==> src/hdl/hgw_pkg.sv <==
// Package: types, constants and direction tables of the hex grid line walker.
package hgw_pkg;

	localparam int COORD_BITS_DEF = 5;
	localparam int MAX_STEPS      = 64;
	localparam int STEP_CNT_W     = $clog2(MAX_STEPS);
	// sized for the default coordinate width: start plus up to MAX_STEPS unit moves
	localparam int WALK_W         = 8;
	localparam int ERR_W          = 12;

	typedef logic signed [ERR_W-1:0]  err_t;
	typedef logic signed [WALK_W-1:0] walk_coord_t;

	// major step index into the direction tables
	localparam logic [1:0] IDX_NEG  = 2'd0;
	localparam logic [1:0] IDX_ZERO = 2'd1;
	localparam logic [1:0] IDX_POS  = 2'd2;

	// [column parity][side][major index] -> row delta
	localparam logic signed [1:0] STEP_COL_TAB [2][2][3] = '{
		'{ '{-2'sd1, -2'sd1,  2'sd0}, '{-2'sd1,  2'sd1,  2'sd0} },
		'{ '{ 2'sd0, -2'sd1,  2'sd1}, '{ 2'sd0,  2'sd1,  2'sd1} }
	};

	// [column parity][side][major index] -> column delta
	localparam logic signed [1:0] STEP_ROW_TAB [2][2][3] = '{
		'{ '{-2'sd1,  2'sd0, -2'sd1}, '{ 2'sd1,  2'sd0,  2'sd1} },
		'{ '{-2'sd1,  2'sd0, -2'sd1}, '{ 2'sd1,  2'sd0,  2'sd1} }
	};

	typedef struct packed {
		logic maj_neg;
		logic min_neg;
		err_t init_err;
		err_t th_hi;
		err_t th_lo;
		err_t add_a;
		err_t add_b;
		err_t add_c;
	} walk_params_t;

	typedef struct packed {
		logic ld_delta;
		logic ld_const;
	} setup_ctrl_t;

	typedef struct packed {
		logic load;
		logic adv;
	} step_ctrl_t;

	function automatic walk_coord_t step_dy(logic par, logic side, logic [1:0] idx);
		walk_coord_t d;
		d = WALK_W'(STEP_COL_TAB[par][side][idx]);
		return d;
	endfunction

	function automatic walk_coord_t step_dx(logic par, logic side, logic [1:0] idx);
		walk_coord_t d;
		d = WALK_W'(STEP_ROW_TAB[par][side][idx]);
		return d;
	endfunction

endpackage

==> src/hdl/hgw_ifs.sv <==
// Valid/ready channel interfaces: walk request in, visited cell out.
interface hgw_in_if import hgw_pkg::*; #(
	parameter int COORD_BITS = COORD_BITS_DEF
);
	logic                  valid;
	logic                  ready;
	logic [COORD_BITS-1:0] start_x;
	logic [COORD_BITS-1:0] start_y;
	logic [COORD_BITS-1:0] end_x;
	logic [COORD_BITS-1:0] end_y;

	modport source (output valid, start_x, start_y, end_x, end_y, input ready);
	modport sink   (input valid, start_x, start_y, end_x, end_y, output ready);
endinterface

interface hgw_out_if import hgw_pkg::*; #(
	parameter int COORD_BITS = COORD_BITS_DEF
);
	logic                  valid;
	logic                  ready;
	logic [COORD_BITS-1:0] cell_x;
	logic [COORD_BITS-1:0] cell_y;
	logic                  last;

	modport source (output valid, cell_x, cell_y, last, input ready);
	modport sink   (input valid, cell_x, cell_y, last, output ready);
endinterface

==> src/hdl/hgw_setup.sv <==
// Setup: spans and signs are registered first, then error thresholds and increments.
module hgw_setup import hgw_pkg::*; #(
	parameter int COORD_BITS = COORD_BITS_DEF
) (
	input  logic                  clk,
	input  logic                  arst_n,
	input  setup_ctrl_t           ctrl,
	input  logic [COORD_BITS-1:0] start_x,
	input  logic [COORD_BITS-1:0] start_y,
	input  logic [COORD_BITS-1:0] end_x,
	input  logic [COORD_BITS-1:0] end_y,
	output walk_params_t          prm
);

	err_t d_row, d_row2, d_col, dmaj, dmin, init_err;
	logic maj_neg, min_neg;
	err_t m3, j3;

	logic maj_neg_q, min_neg_q;
	err_t dmaj_q, dmin_q, init_q;
	err_t th_hi_q, th_lo_q, add_a_q, add_b_q, add_c_q;

	always_comb begin
		d_row  = err_t'(ERR_W'(end_y)) - err_t'(ERR_W'(start_y));
		d_col  = err_t'(ERR_W'(end_x)) - err_t'(ERR_W'(start_x));
		d_row2 = (d_row <<< 1) + err_t'(ERR_W'(end_x[0])) - err_t'(ERR_W'(start_x[0]));
		// odd start column: a zero row difference steps the negative way
		maj_neg  = start_x[0] ? (d_row[ERR_W-1] || d_row == '0) : d_row[ERR_W-1];
		min_neg  = d_col[ERR_W-1];
		dmaj     = d_row2[ERR_W-1] ? -d_row2 : d_row2;
		dmin     = d_col[ERR_W-1] ? -d_col : d_col;
		init_err = -(dmaj <<< 1);
		m3       = dmin_q + (dmin_q <<< 1);
		j3       = dmaj_q + (dmaj_q <<< 1);
	end

	always_ff @(posedge clk or negedge arst_n) begin
		if (!arst_n) begin
			maj_neg_q <= 1'b0;
			min_neg_q <= 1'b0;
			dmaj_q    <= '0;
			dmin_q    <= '0;
			init_q    <= '0;
		end else if (ctrl.ld_delta) begin
			maj_neg_q <= maj_neg;
			min_neg_q <= min_neg;
			dmaj_q    <= dmaj;
			dmin_q    <= dmin;
			init_q    <= init_err;
		end
	end

	always_ff @(posedge clk) begin
		if (ctrl.ld_const) begin
			th_hi_q <= -dmaj_q - m3;
			th_lo_q <= -(j3 + m3);
			add_a_q <= m3 - j3;
			add_b_q <= m3 + j3;
			add_c_q <= m3 <<< 1;
		end
	end

	always_comb begin
		prm.maj_neg  = maj_neg_q;
		prm.min_neg  = min_neg_q;
		prm.init_err = init_q;
		prm.th_hi    = th_hi_q;
		prm.th_lo    = th_lo_q;
		prm.add_a    = add_a_q;
		prm.add_b    = add_b_q;
		prm.add_c    = add_c_q;
	end

endmodule

==> src/hdl/hgw_step.sv <==
// Step unit: error update, direction lookup and one hex move per advance.
module hgw_step import hgw_pkg::*; #(
	parameter int COORD_BITS = COORD_BITS_DEF
) (
	input  logic                  clk,
	input  logic                  arst_n,
	input  step_ctrl_t            ctrl,
	input  walk_params_t          prm,
	input  logic [COORD_BITS-1:0] start_x,
	input  logic [COORD_BITS-1:0] start_y,
	input  logic [COORD_BITS-1:0] end_x,
	input  logic [COORD_BITS-1:0] end_y,
	output logic [COORD_BITS-1:0] cell_x,
	output logic [COORD_BITS-1:0] cell_y,
	output logic                  done
);

	err_t        err_q, err_n;
	walk_coord_t wx_q, wy_q, wx_n, wy_n;
	logic [1:0]  idx;
	logic        side;

	always_comb begin
		if (!err_q[ERR_W-1]) begin
			err_n = err_q + prm.th_lo;
			idx   = prm.maj_neg ? IDX_POS : IDX_NEG;
			side  = !prm.min_neg;
		end else if (err_q > prm.th_hi) begin
			err_n = err_q + prm.add_a;
			idx   = prm.maj_neg ? IDX_NEG : IDX_POS;
			side  = !prm.min_neg;
		end else if (err_q < prm.th_lo) begin
			err_n = err_q + prm.add_b;
			idx   = prm.maj_neg ? IDX_NEG : IDX_POS;
			side  = prm.min_neg;
		end else begin
			// row-only move along the major axis
			err_n = err_q + prm.add_c;
			idx   = IDX_ZERO;
			side  = !prm.maj_neg;
		end
		wx_n   = wx_q + step_dx(wx_q[0], side, idx);
		wy_n   = wy_q + step_dy(wx_q[0], side, idx);
		done   = (wx_n == WALK_W'(end_x)) && (wy_n == WALK_W'(end_y));
		cell_x = wx_n[COORD_BITS-1:0];
		cell_y = wy_n[COORD_BITS-1:0];
	end

	always_ff @(posedge clk or negedge arst_n) begin
		if (!arst_n) begin
			err_q <= '0;
			wx_q  <= '0;
			wy_q  <= '0;
		end else if (ctrl.load) begin
			err_q <= prm.init_err;
			wx_q  <= WALK_W'(start_x);
			wy_q  <= WALK_W'(start_y);
		end else if (ctrl.adv) begin
			err_q <= err_n;
			wx_q  <= wx_n;
			wy_q  <= wy_n;
		end
	end

endmodule

==> src/hdl/hex_grid_line_walker.sv <==
// Hex grid line walker top level: sequencer, request capture and cell output register.
//
// walk_req carries a start and an end cell of an offset hex grid; walk_cell
// returns every hex visited after the start, one transaction per cell, with
// last set on the end cell. A request whose start equals its end yields no
// cells and the block stays ready.
// After a request is taken, the DELTA and CONST setup states compute spans and error
// thresholds; the first cell is then registered, and one cell follows per cycle from
// the step unit as long as walk_cell.ready does not hold back a pending cell.
// A walk of n cells (n at most 64) keeps walk_req.ready low through the setup states
// and the walk, stalls included; ready returns at the edge that registers the last
// cell, so the next request overlaps the final handoff.
// A walk that has not reached its end after 64 cells stops, with no cell
// flagged last.
// When walk_cell.ready is low, the pending cell holds and the step unit
// freezes until it is taken.
// arst_n clears the sequencer to idle and drops walk_cell.valid.
module hex_grid_line_walker import hgw_pkg::*; #(
	parameter int COORD_BITS = COORD_BITS_DEF
) (
	input  logic      clk,
	input  logic      arst_n,
	hgw_in_if.sink    walk_req,
	hgw_out_if.source walk_cell
);

	localparam logic [1:0] ST_IDLE  = 2'd0;
	localparam logic [1:0] ST_DELTA = 2'd1;
	localparam logic [1:0] ST_CONST = 2'd2;
	localparam logic [1:0] ST_WALK  = 2'd3;

	logic [1:0]            state_q;
	logic [COORD_BITS-1:0] sx_q, sy_q, ex_q, ey_q;
	logic [STEP_CNT_W-1:0] cnt_q;
	logic                  out_valid_q, last_q;
	logic [COORD_BITS-1:0] cell_x_q, cell_y_q;

	logic                  req_fire, same_cell, adv, stop;
	logic [COORD_BITS-1:0] nxt_x, nxt_y;
	logic                  nxt_done;
	setup_ctrl_t           setup_ctrl;
	step_ctrl_t            step_ctrl;
	walk_params_t          prm;

	assign walk_req.ready = (state_q == ST_IDLE);
	assign req_fire       = walk_req.valid && walk_req.ready;
	assign same_cell      = (walk_req.start_x == walk_req.end_x) &&
	                        (walk_req.start_y == walk_req.end_y);
	assign adv            = (state_q == ST_WALK) && (!out_valid_q || walk_cell.ready);
	assign stop           = nxt_done || (cnt_q == STEP_CNT_W'(MAX_STEPS - 1));

	assign setup_ctrl.ld_delta = (state_q == ST_DELTA);
	assign setup_ctrl.ld_const = (state_q == ST_CONST);
	assign step_ctrl.load      = (state_q == ST_CONST);
	assign step_ctrl.adv       = adv;

	hgw_setup #(.COORD_BITS(COORD_BITS)) u_setup (
		.clk     (clk),
		.arst_n  (arst_n),
		.ctrl    (setup_ctrl),
		.start_x (sx_q),
		.start_y (sy_q),
		.end_x   (ex_q),
		.end_y   (ey_q),
		.prm     (prm)
	);

	hgw_step #(.COORD_BITS(COORD_BITS)) u_step (
		.clk     (clk),
		.arst_n  (arst_n),
		.ctrl    (step_ctrl),
		.prm     (prm),
		.start_x (sx_q),
		.start_y (sy_q),
		.end_x   (ex_q),
		.end_y   (ey_q),
		.cell_x  (nxt_x),
		.cell_y  (nxt_y),
		.done    (nxt_done)
	);

	always_ff @(posedge clk or negedge arst_n) begin
		if (!arst_n) begin
			state_q <= ST_IDLE;
			cnt_q   <= '0;
		end else begin
			case (state_q)
				ST_IDLE: begin
					if (req_fire && !same_cell) begin
						state_q <= ST_DELTA;
					end
				end
				ST_DELTA: state_q <= ST_CONST;
				ST_CONST: begin
					state_q <= ST_WALK;
					cnt_q   <= '0;
				end
				ST_WALK: begin
					if (adv) begin
						cnt_q <= cnt_q + 1'b1;
						if (stop) begin
							state_q <= ST_IDLE;
						end
					end
				end
				default: state_q <= ST_IDLE;
			endcase
		end
	end

	always_ff @(posedge clk) begin
		if (req_fire) begin
			sx_q <= walk_req.start_x;
			sy_q <= walk_req.start_y;
			ex_q <= walk_req.end_x;
			ey_q <= walk_req.end_y;
		end
	end

	always_ff @(posedge clk or negedge arst_n) begin
		if (!arst_n) begin
			out_valid_q <= 1'b0;
		end else if (adv) begin
			out_valid_q <= 1'b1;
		end else if (walk_cell.ready) begin
			out_valid_q <= 1'b0;
		end
	end

	always_ff @(posedge clk) begin
		if (adv) begin
			cell_x_q <= nxt_x;
			cell_y_q <= nxt_y;
			last_q   <= nxt_done;
		end
	end

	assign walk_cell.valid  = out_valid_q;
	assign walk_cell.cell_x = cell_x_q;
	assign walk_cell.cell_y = cell_y_q;
	assign walk_cell.last   = last_q;

endmodule

==> src/flat_wrapper.sv <==
// flat-port wrapper written by rule: the top's interface ports become plain ports
module hex_grid_line_walker_flat import hgw_pkg::*;
#(
	parameter int COORD_BITS = COORD_BITS_DEF
)
  (clk, arst_n, walk_req_valid, walk_req_start_x, walk_req_start_y, walk_req_end_x, walk_req_end_y, walk_req_ready, walk_cell_valid, walk_cell_cell_x, walk_cell_cell_y, walk_cell_last, walk_cell_ready);
  hgw_in_if #(.COORD_BITS(COORD_BITS)) walk_req_i ();
  hgw_out_if #(.COORD_BITS(COORD_BITS)) walk_cell_i ();
  input  logic clk;
  input  logic arst_n;
  input wire logic [$bits(walk_req_i.valid)-1:0] walk_req_valid;
  input wire logic [$bits(walk_req_i.start_x)-1:0] walk_req_start_x;
  input wire logic [$bits(walk_req_i.start_y)-1:0] walk_req_start_y;
  input wire logic [$bits(walk_req_i.end_x)-1:0] walk_req_end_x;
  input wire logic [$bits(walk_req_i.end_y)-1:0] walk_req_end_y;
  output wire logic [$bits(walk_req_i.ready)-1:0] walk_req_ready;
  output wire logic [$bits(walk_cell_i.valid)-1:0] walk_cell_valid;
  output wire logic [$bits(walk_cell_i.cell_x)-1:0] walk_cell_cell_x;
  output wire logic [$bits(walk_cell_i.cell_y)-1:0] walk_cell_cell_y;
  output wire logic [$bits(walk_cell_i.last)-1:0] walk_cell_last;
  input wire logic [$bits(walk_cell_i.ready)-1:0] walk_cell_ready;
  assign walk_req_i.valid = walk_req_valid;
  assign walk_req_i.start_x = walk_req_start_x;
  assign walk_req_i.start_y = walk_req_start_y;
  assign walk_req_i.end_x = walk_req_end_x;
  assign walk_req_i.end_y = walk_req_end_y;
  assign walk_req_ready = walk_req_i.ready;
  assign walk_cell_valid = walk_cell_i.valid;
  assign walk_cell_cell_x = walk_cell_i.cell_x;
  assign walk_cell_cell_y = walk_cell_i.cell_y;
  assign walk_cell_last = walk_cell_i.last;
  assign walk_cell_i.ready = walk_cell_ready;
  hex_grid_line_walker #(.COORD_BITS(COORD_BITS)) u_core (.clk(clk), .arst_n(arst_n), .walk_req(walk_req_i), .walk_cell(walk_cell_i));
endmodule
==> config.mk <==
export PLATFORM = sky130hd
export DESIGN_NAME = hex_grid_line_walker_flat
export DESIGN_NICKNAME = d
export VERILOG_FILES = /design/src/hdl/hgw_pkg.sv /design/src/hdl/hgw_ifs.sv /design/src/hdl/hgw_setup.sv /design/src/hdl/hgw_step.sv /design/src/hdl/hex_grid_line_walker.sv /design/src/flat_wrapper.sv
export SDC_FILE = /design/constraint.sdc
export NUM_CORES = 1
export LEC_CHECK = 0
export ABC_AREA = 1
export ABC_CLOCK_PERIOD_IN_PS = 5000
export BUFFER_PORTS_ARGS = -buffer_cell sky130_fd_sc_hd__buf_2
export CAP_MARGIN = 30
export CORE_ASPECT_RATIO = 0.8
export CORE_UTILIZATION = 40
export CTS_CLUSTER_DIAMETER = 120
export DETAILED_ROUTE_END_ITERATION = 10
export GPL_TIMING_DRIVEN = 0
export HOLD_SLACK_MARGIN = 0.03
export PLACE_DENSITY = 0.65
export SLEW_MARGIN = 10
export SYNTH_ARGS = -nofsm -noshare
export SYNTH_HDL_FRONTEND = slang
export SYNTH_SLANG_ARGS = --single-unit
==> constraint.sdc <==
create_clock -name clk -period 5 [get_ports clk]
set_input_delay 1 -clock clk [delete_from_list [all_inputs] [get_ports clk]]
set_output_delay 1 -clock clk [all_outputs]
set_load 0.03 [all_outputs]
Word-level counts from Yosys, hierarchy flattened. Cells that the tools add are included.

Register bits after elaboration: 165. Output and inout bits: 13.

$add $sub $neg: 21. Magnitude comparators: 5. Equal/unequal tests: 11. Muxes and demuxes: 45. Bitwise logic cells: 3. Reduce and logical (&&, ||, !) cells: 19.

Operator list (number): 12-bit 2-to-1 mux (12); 12-bit adder (7); 12-bit negator (4); 6-bit 2-to-1 mux (7); 8-bit 2-to-1 mux (4); 2-bit 2-to-1 mux (12); 12-bit subtractor (2); 8-bit by 2-bit adder with 8-bit output (2); 8-bit by 5-bit == test with 1-bit output (2); 12-bit by 2-bit adder with 12-bit output (1); 12-bit > comparator (1); 12-bit logical NOT (1); 12-bit < comparator (1); 6-bit negator with 12-bit output (1); 6-bit case mux with 2 select lines (1); 12-bit by 2-bit subtractor with 12-bit output (1); 5-bit by 5-bit subtractor with 6-bit output (2); 5-bit == test (2); 2-bit binary-select mux with 2-bit select (2); 2-bit case mux with 4 select lines (1); 6-bit by 1-bit adder with 6-bit output, second input constant (1); 6-bit == test, second input constant (1); 1-bit 2-to-1 mux (6); 2-bit nonzero test (3); 14 further kinds (27).

Logic depth before layout (Yosys ltp).
Word-level depth: 18. Mapped depth: 37.

By module. A second synthesis with hierarchy kept.

Cell total of the unflattened synthesis: 1469. Area total of the unflattened synthesis: 12002.8 sq um.

By module, submodules not included: hgw_setup (instances 1, cells each 792, area an instance 6786.5 sq um, sequential area each 2532.4 sq um); hgw_step (instances 1, cells each 546, area an instance 3564.7 sq um, sequential area each 700.7 sq um); hex_grid_line_walker (instances 1, cells each 131, area an instance 1651.6 sq um, sequential area each 1156.1 sq um).

Worst setup path after synthesis. No wires, ideal clock.

Path kind: reg2reg. Start point: register u_core.u_step.err_q[7]. End point: register u_core.state_q[0]. Arrival time: 3.683 ns. Slack: 1.199 ns. Stages on the path, launching flop included: 33. Cells stage by stage: dfrtp_1 ha_1 nand2_2 inv_2 nand3_1 nor2_1 nand2_1 nand3_1 nand2_1 nand2_2 nand3_4 ha_1 nor2_1 a21oi_1 ha_1 ha_1 xor2_1 nor3_1 o2111ai_1 nor2_1 o21ai_0 inv_1 nand4_1 a21oi_1 nand2_1 nor2_1 nand3_1 nor2_1 nand3_2 nand3_2 nand3_2 nand2_1 nand2_1.

Longest elaborated chain between the ends: 17.

Ends and longest elaborated chain: start, declared (RTL line hgw_step.sv:18) `err_t err_q, err_n;`; start signal, assigned (RTL line hgw_step.sv:55) `err_q <= prm.init_err;`; start signal, assigned (RTL line hgw_step.sv:59) `err_q <= err_n;`; 12-bit < comparator (RTL line hgw_step.sv:32) `end else if (err_q < prm.th_lo) begin`; 1-bit 2-to-1 mux (RTL line hgw_step.sv:32); 1-bit 2-to-1 mux (RTL line hgw_step.sv:28) `end else if (err_q > prm.th_hi) begin`; 1-bit 2-to-1 mux (RTL line hgw_step.sv:24) `if (!err_q[ERR_W-1]) begin`; 1-bit NOT with 2-bit output (implied by the code) (RTL line hgw_pkg.sv:54) `d = WALK_W'(STEP_COL_TAB[par][side][idx]);`; 6-bit 2-to-1 mux (implied by the code) (3 in series) (RTL line hgw_pkg.sv:54); 2-bit binary-select mux with 2-bit select * (RTL line hgw_pkg.sv:54); 2-bit 2-to-1 mux (implied by the code) * (2 in series) (RTL line hgw_pkg.sv:54); 8-bit by 2-bit adder with 8-bit output * (RTL line hgw_step.sv:43) `wy_n = wy_q + step_dy(wx_q[0], side, idx);`; via u_core.nxt_y[1] (RTL line hex_grid_line_walker.sv:39) `logic [COORD_BITS-1:0] nxt_x, nxt_y;`; 8-bit by 5-bit == test with 1-bit output * (RTL line hgw_step.sv:44) `done = (wx_n == WALK_W'(end_x)) && (wy_n == WALK_W'(end_y));`; 1-bit logical AND * (RTL line hgw_step.sv:44); 1-bit logical OR * (RTL line hex_grid_line_walker.sv:50) `assign stop = nxt_done || (cnt_q == STEP_CNT_W'(MAX_STEPS - 1));`; 2-bit by 1-bit != test with 1-bit output (no line) *; 3-bit AND reduction (no line) *; end signal, assigned (RTL line hex_grid_line_walker.sv:84) `state_q <= ST_IDLE;`; end signal, assigned (RTL line hex_grid_line_walker.sv:90) `state_q <= ST_DELTA;`; end signal, assigned (RTL line hex_grid_line_walker.sv:93) `ST_DELTA: state_q <= ST_CONST;`; end, declared (RTL line hex_grid_line_walker.sv:32) `logic [1:0] state_q;`.

Mark *: on every way through the listed nets, which the timed path passes. The rest lies on a longest branch. The select of a mux whose other input is x is not followed. A chain may end at the register's enable or synchronous reset.

Worst setup path in the final report.
Start point: register u_core.u_step.err_q[11]. End point: register u_core.state_q[0].

Longest elaborated chain between the ends: 17.

Ends and longest elaborated chain: 12-bit < comparator (RTL line hgw_step.sv:32); 1-bit 2-to-1 mux (RTL line hgw_step.sv:32); 1-bit 2-to-1 mux (RTL line hgw_step.sv:28); 1-bit 2-to-1 mux (RTL line hgw_step.sv:24); 1-bit NOT with 2-bit output (implied by the code) (RTL line hgw_pkg.sv:60) `d = WALK_W'(STEP_ROW_TAB[par][side][idx]);`; 6-bit 2-to-1 mux (implied by the code) (3 in series) (RTL line hgw_pkg.sv:60); 2-bit binary-select mux with 2-bit select * (RTL line hgw_pkg.sv:60); 2-bit 2-to-1 mux (implied by the code) * (2 in series) (RTL line hgw_pkg.sv:60); 8-bit by 2-bit adder with 8-bit output * (RTL line hgw_step.sv:42) `wx_n = wx_q + step_dx(wx_q[0], side, idx);`; via u_core.nxt_x[4] (RTL line hex_grid_line_walker.sv:39); 8-bit by 5-bit == test with 1-bit output * (RTL line hgw_step.sv:44); 1-bit logical AND * (RTL line hgw_step.sv:44); 1-bit logical OR * (RTL line hex_grid_line_walker.sv:50); 2-bit by 1-bit != test with 1-bit output (no line) *; 3-bit AND reduction (no line) *.

Marked as above.

==> results.md <==
* Ports at 37
* Fraction of layout cells with a size suffix above 1 at 9.54%
* Die area at 31500 µm²
* Main area contributors after synthesis: edfxtp_1 (21%), ha_1 (16%), dfrtp_1 (14%)
* H-tree depth at 4
* Family with the most delay on the worst path: simple AND/OR/NAND/NOR gates
* Status: completed
* Maximum capacitance violations at 0
* Fill cell count at 2910
* GRT overflow at 0
* Syn_nets at 1659
* Post-Synthesis Cells at 1464
* Final Setup Violations at 0
* CP endpoint kind: register
* DRC errors left at 0
* TritonCTS Sinks at 158
* Hold-fix buffers at CTS at 0
* Tcrit/Tclk final at 92.3%
* Largest net degree at the start of global routing at 61
* Final wirelength at 30000 µm
* Vias at 9871
* Top FF cell, synth: edfxtp_1
* Drt initial violations at 778
* FF+latch count, synth at 158
* DRT antenna net count at 0
* Mean post-synth cell area at 8.41 µm²
* Worst Skew at 14.4 ps
* Utilization after layout at 45.5%
* Crit path top cell by count: nand2_1
* Synth top area share at 21.2%
* Startpoint types: register
* Crit Path Max Fanout at 10
* Setup ws final at 386 ps
* Wire length on met3 at 1910 µm
* Slew @ Worst Pin at 883 ps
* Final hold vios at 0
* Clock slew at reported path FFs at 70 ps
* DR top layer: met4
* Syn-to-layout area delta at 12.0%
* Starting density of the core at 40.6%
* # rows at 57
* Asr flop ratio synth at 44.9%
* Pre-CTS setup slack at -84.6 ps
* Share of the yosys chip area belonging to registers at 35.6%
* WS Path Type: register to register
* Synthesized cell area at 12300 µm²
* Cell type with the largest total area after synthesis: edfxtp_1
* Routed WL per cell at 15.4 µm
* Hold crit path type: register to register
* Post-Place Cells at 1917
* Fin nets at 1723
* Fin cells at 1954
* GP Congestion at 0.910
* Antenna Cells at 0
* Worst relative slew slack at 41.1%
* Synth warn at 0
* CTS tree: built
* Vias/cell at 5.05
* All-layer global routing usage at 19.9%
* Core area at 30300 µm²
* List of most frequent post-synthesis cells: inv_1 (252), nand2_1 (250), ha_1 (159)
* Num CTS Buffers at 17
* Max Clock Freq at 0.217 GHz
* Final hold slack at 503 ps
* Pre-Repair DR Iteration Count at 5
* Post-synth EDFFs at 87
* Tmin final at 4610 ps
* First-pass GRT wire length at 48300 µm
* HPWL after DPL at 23700 µm
* Clk Latency, worst-skew pair at 450 ps
* Worst Path Buf+Inv at 3
* Root buf cell: clkbuf_16
* DIE WIDTH at 198 µm
* Slowest cell on crit path: dfrtp_2
* Vias in the first global route at 9434
* Req. time, crit path at 5340 ps
* Die H at 159 µm
* Initial antenna violation count at 0
* Wire length on met2 at 12900 µm
* IO Port Bufs at 36
* Distinct cell type count after synthesis at 57
* Slew Limit Fails at 0
* WP data arrival at 4960 ps
* Max clock buf depth at 2
* Met1 WL at 14900 µm
* Crit path largest cell delay at 500 ps
* Top-count cell post-synth: inv_1
==> area by class of cell <==
cell class	instances	area, µm²	share of cell area [%]
Buffer	19	81.3	0.590
Clock buffer	19	443	3.21
Clock inverter	13	108	0.780
Inverter	262	983	7.13
Multi-Input combinational cell	1025	6970	50.5
Sequential cell	158	4400	31.9
Tap cell	413	517	3.75
Timing Repair Buffer	45	295	2.14
==> worst paths after layout <==
kind | cells after the start | startpoint | endpoint | slack (ps)
worst max-delay path | 30 | u_core.u_step.err_q[11]$_DFFE_PN0P_ | u_core.state_q[0]$_DFFE_PN0P_ | 390
worst min-delay path | 2 | u_core.u_step.wx_q[5]$_DFFE_PN0P_ | u_core.u_step.wx_q[5]$_DFFE_PN0P_ | 500
worst max register to register | 30 | u_core.u_step.err_q[11]$_DFFE_PN0P_ | u_core.state_q[0]$_DFFE_PN0P_ | 390
worst min register to register | 2 | u_core.u_step.wx_q[5]$_DFFE_PN0P_ | u_core.u_step.wx_q[5]$_DFFE_PN0P_ | 500
max in group asynchronous | 2 | arst_n | u_core.u_step.err_q[11]$_DFFE_PN0P_ | 3890
min in group asynchronous | 1 | arst_n | u_core.u_step.err_q[10]$_DFFE_PN0P_ | 510
==> kinds of logic (layout without fill, tap and decap cells) <==
kind of cell	count (synthesis)	after routing	synth area share (%)
AND/OR/NAND/NOR	467	467	16.7
AO/OA/AOI/OAI	281	281	13.1
buffers and inverters	281	358	8.62
adder cells (fa/ha/maj)	171	171	18.1
flip-flops	158	158	35.6
XOR/XNOR	106	106	7.81
==> placed cells by master, fill, tap and decap left out, drive strengths merged, types with 5 or more instances in the layout <==
master	n
inv	266
a21o	7
xor2	78
nor2	103
clkbuf	35
o21ai	93
dfrtp	71
fa	12
o31ai	10
o221ai	9
buf	48
a21oi	112
o21bai	15
or2	12
a31oi	5
nand2	265
nand3	56
clkinv	6
o211ai	7
edfxtp	87
nor3	10
xnor2	28
nand4	12
ha	159
==> stage by stage <==
stage	area, µm²	setup TNS, ps
2_1_floorplan	12300	0
3_3_place_gp	13000	-159
3_5_place_dp	13100	-167
4_1_cts	13700	0
5_1_grt	13800	-0.714
6_report	13800	0
==> sequential cells by signal, summed over array words and instances, names as in the netlist, 8 cells and up <==
name / flops
u_core.u_setup.add_a_q: 11
u_core.u_setup.add_b_q: 11
u_core.u_setup.add_c_q: 11
u_core.u_setup.dmaj_q: 12
u_core.u_setup.dmin_q: 10
u_core.u_setup.init_q: 10
u_core.u_setup.th_hi_q: 12
u_core.u_setup.th_lo_q: 11
u_core.u_step.err_q: 12
u_core.u_step.wx_q: 8
u_core.u_step.wy_q: 8
==> metal layers <==
| layer | track usage [%] | vias to the layer above |
|---|---|---|
| met5 | 0 | - |
| met4 | 4.47 | 0 |
| met3 | 4.80 | 25 |
| met2 | 29.3 | 243 |
| met1 | 29.4 | 4633 |
| li1 | - | 4970 |
==> worst min-delay path: stages, from the launching register on <==
cell and delay, ps:
dfrtp_1 360, nand2_1 50, o21ai_0 60
==> what timing repair did <==
item | in CTS | in global routing
pin swaps | 0 | 3
gates cloned | 0 | 0
gates resized for setup | 2 | 20
setup endpoints to repair | 2 | 3
setup buffers | 0 | 4
hold endpoints to repair | 0 | 0
Power is left out: the tool's default activity adds up to more than one toggle a clock period on the data nets, which glitch-free logic cannot reach.
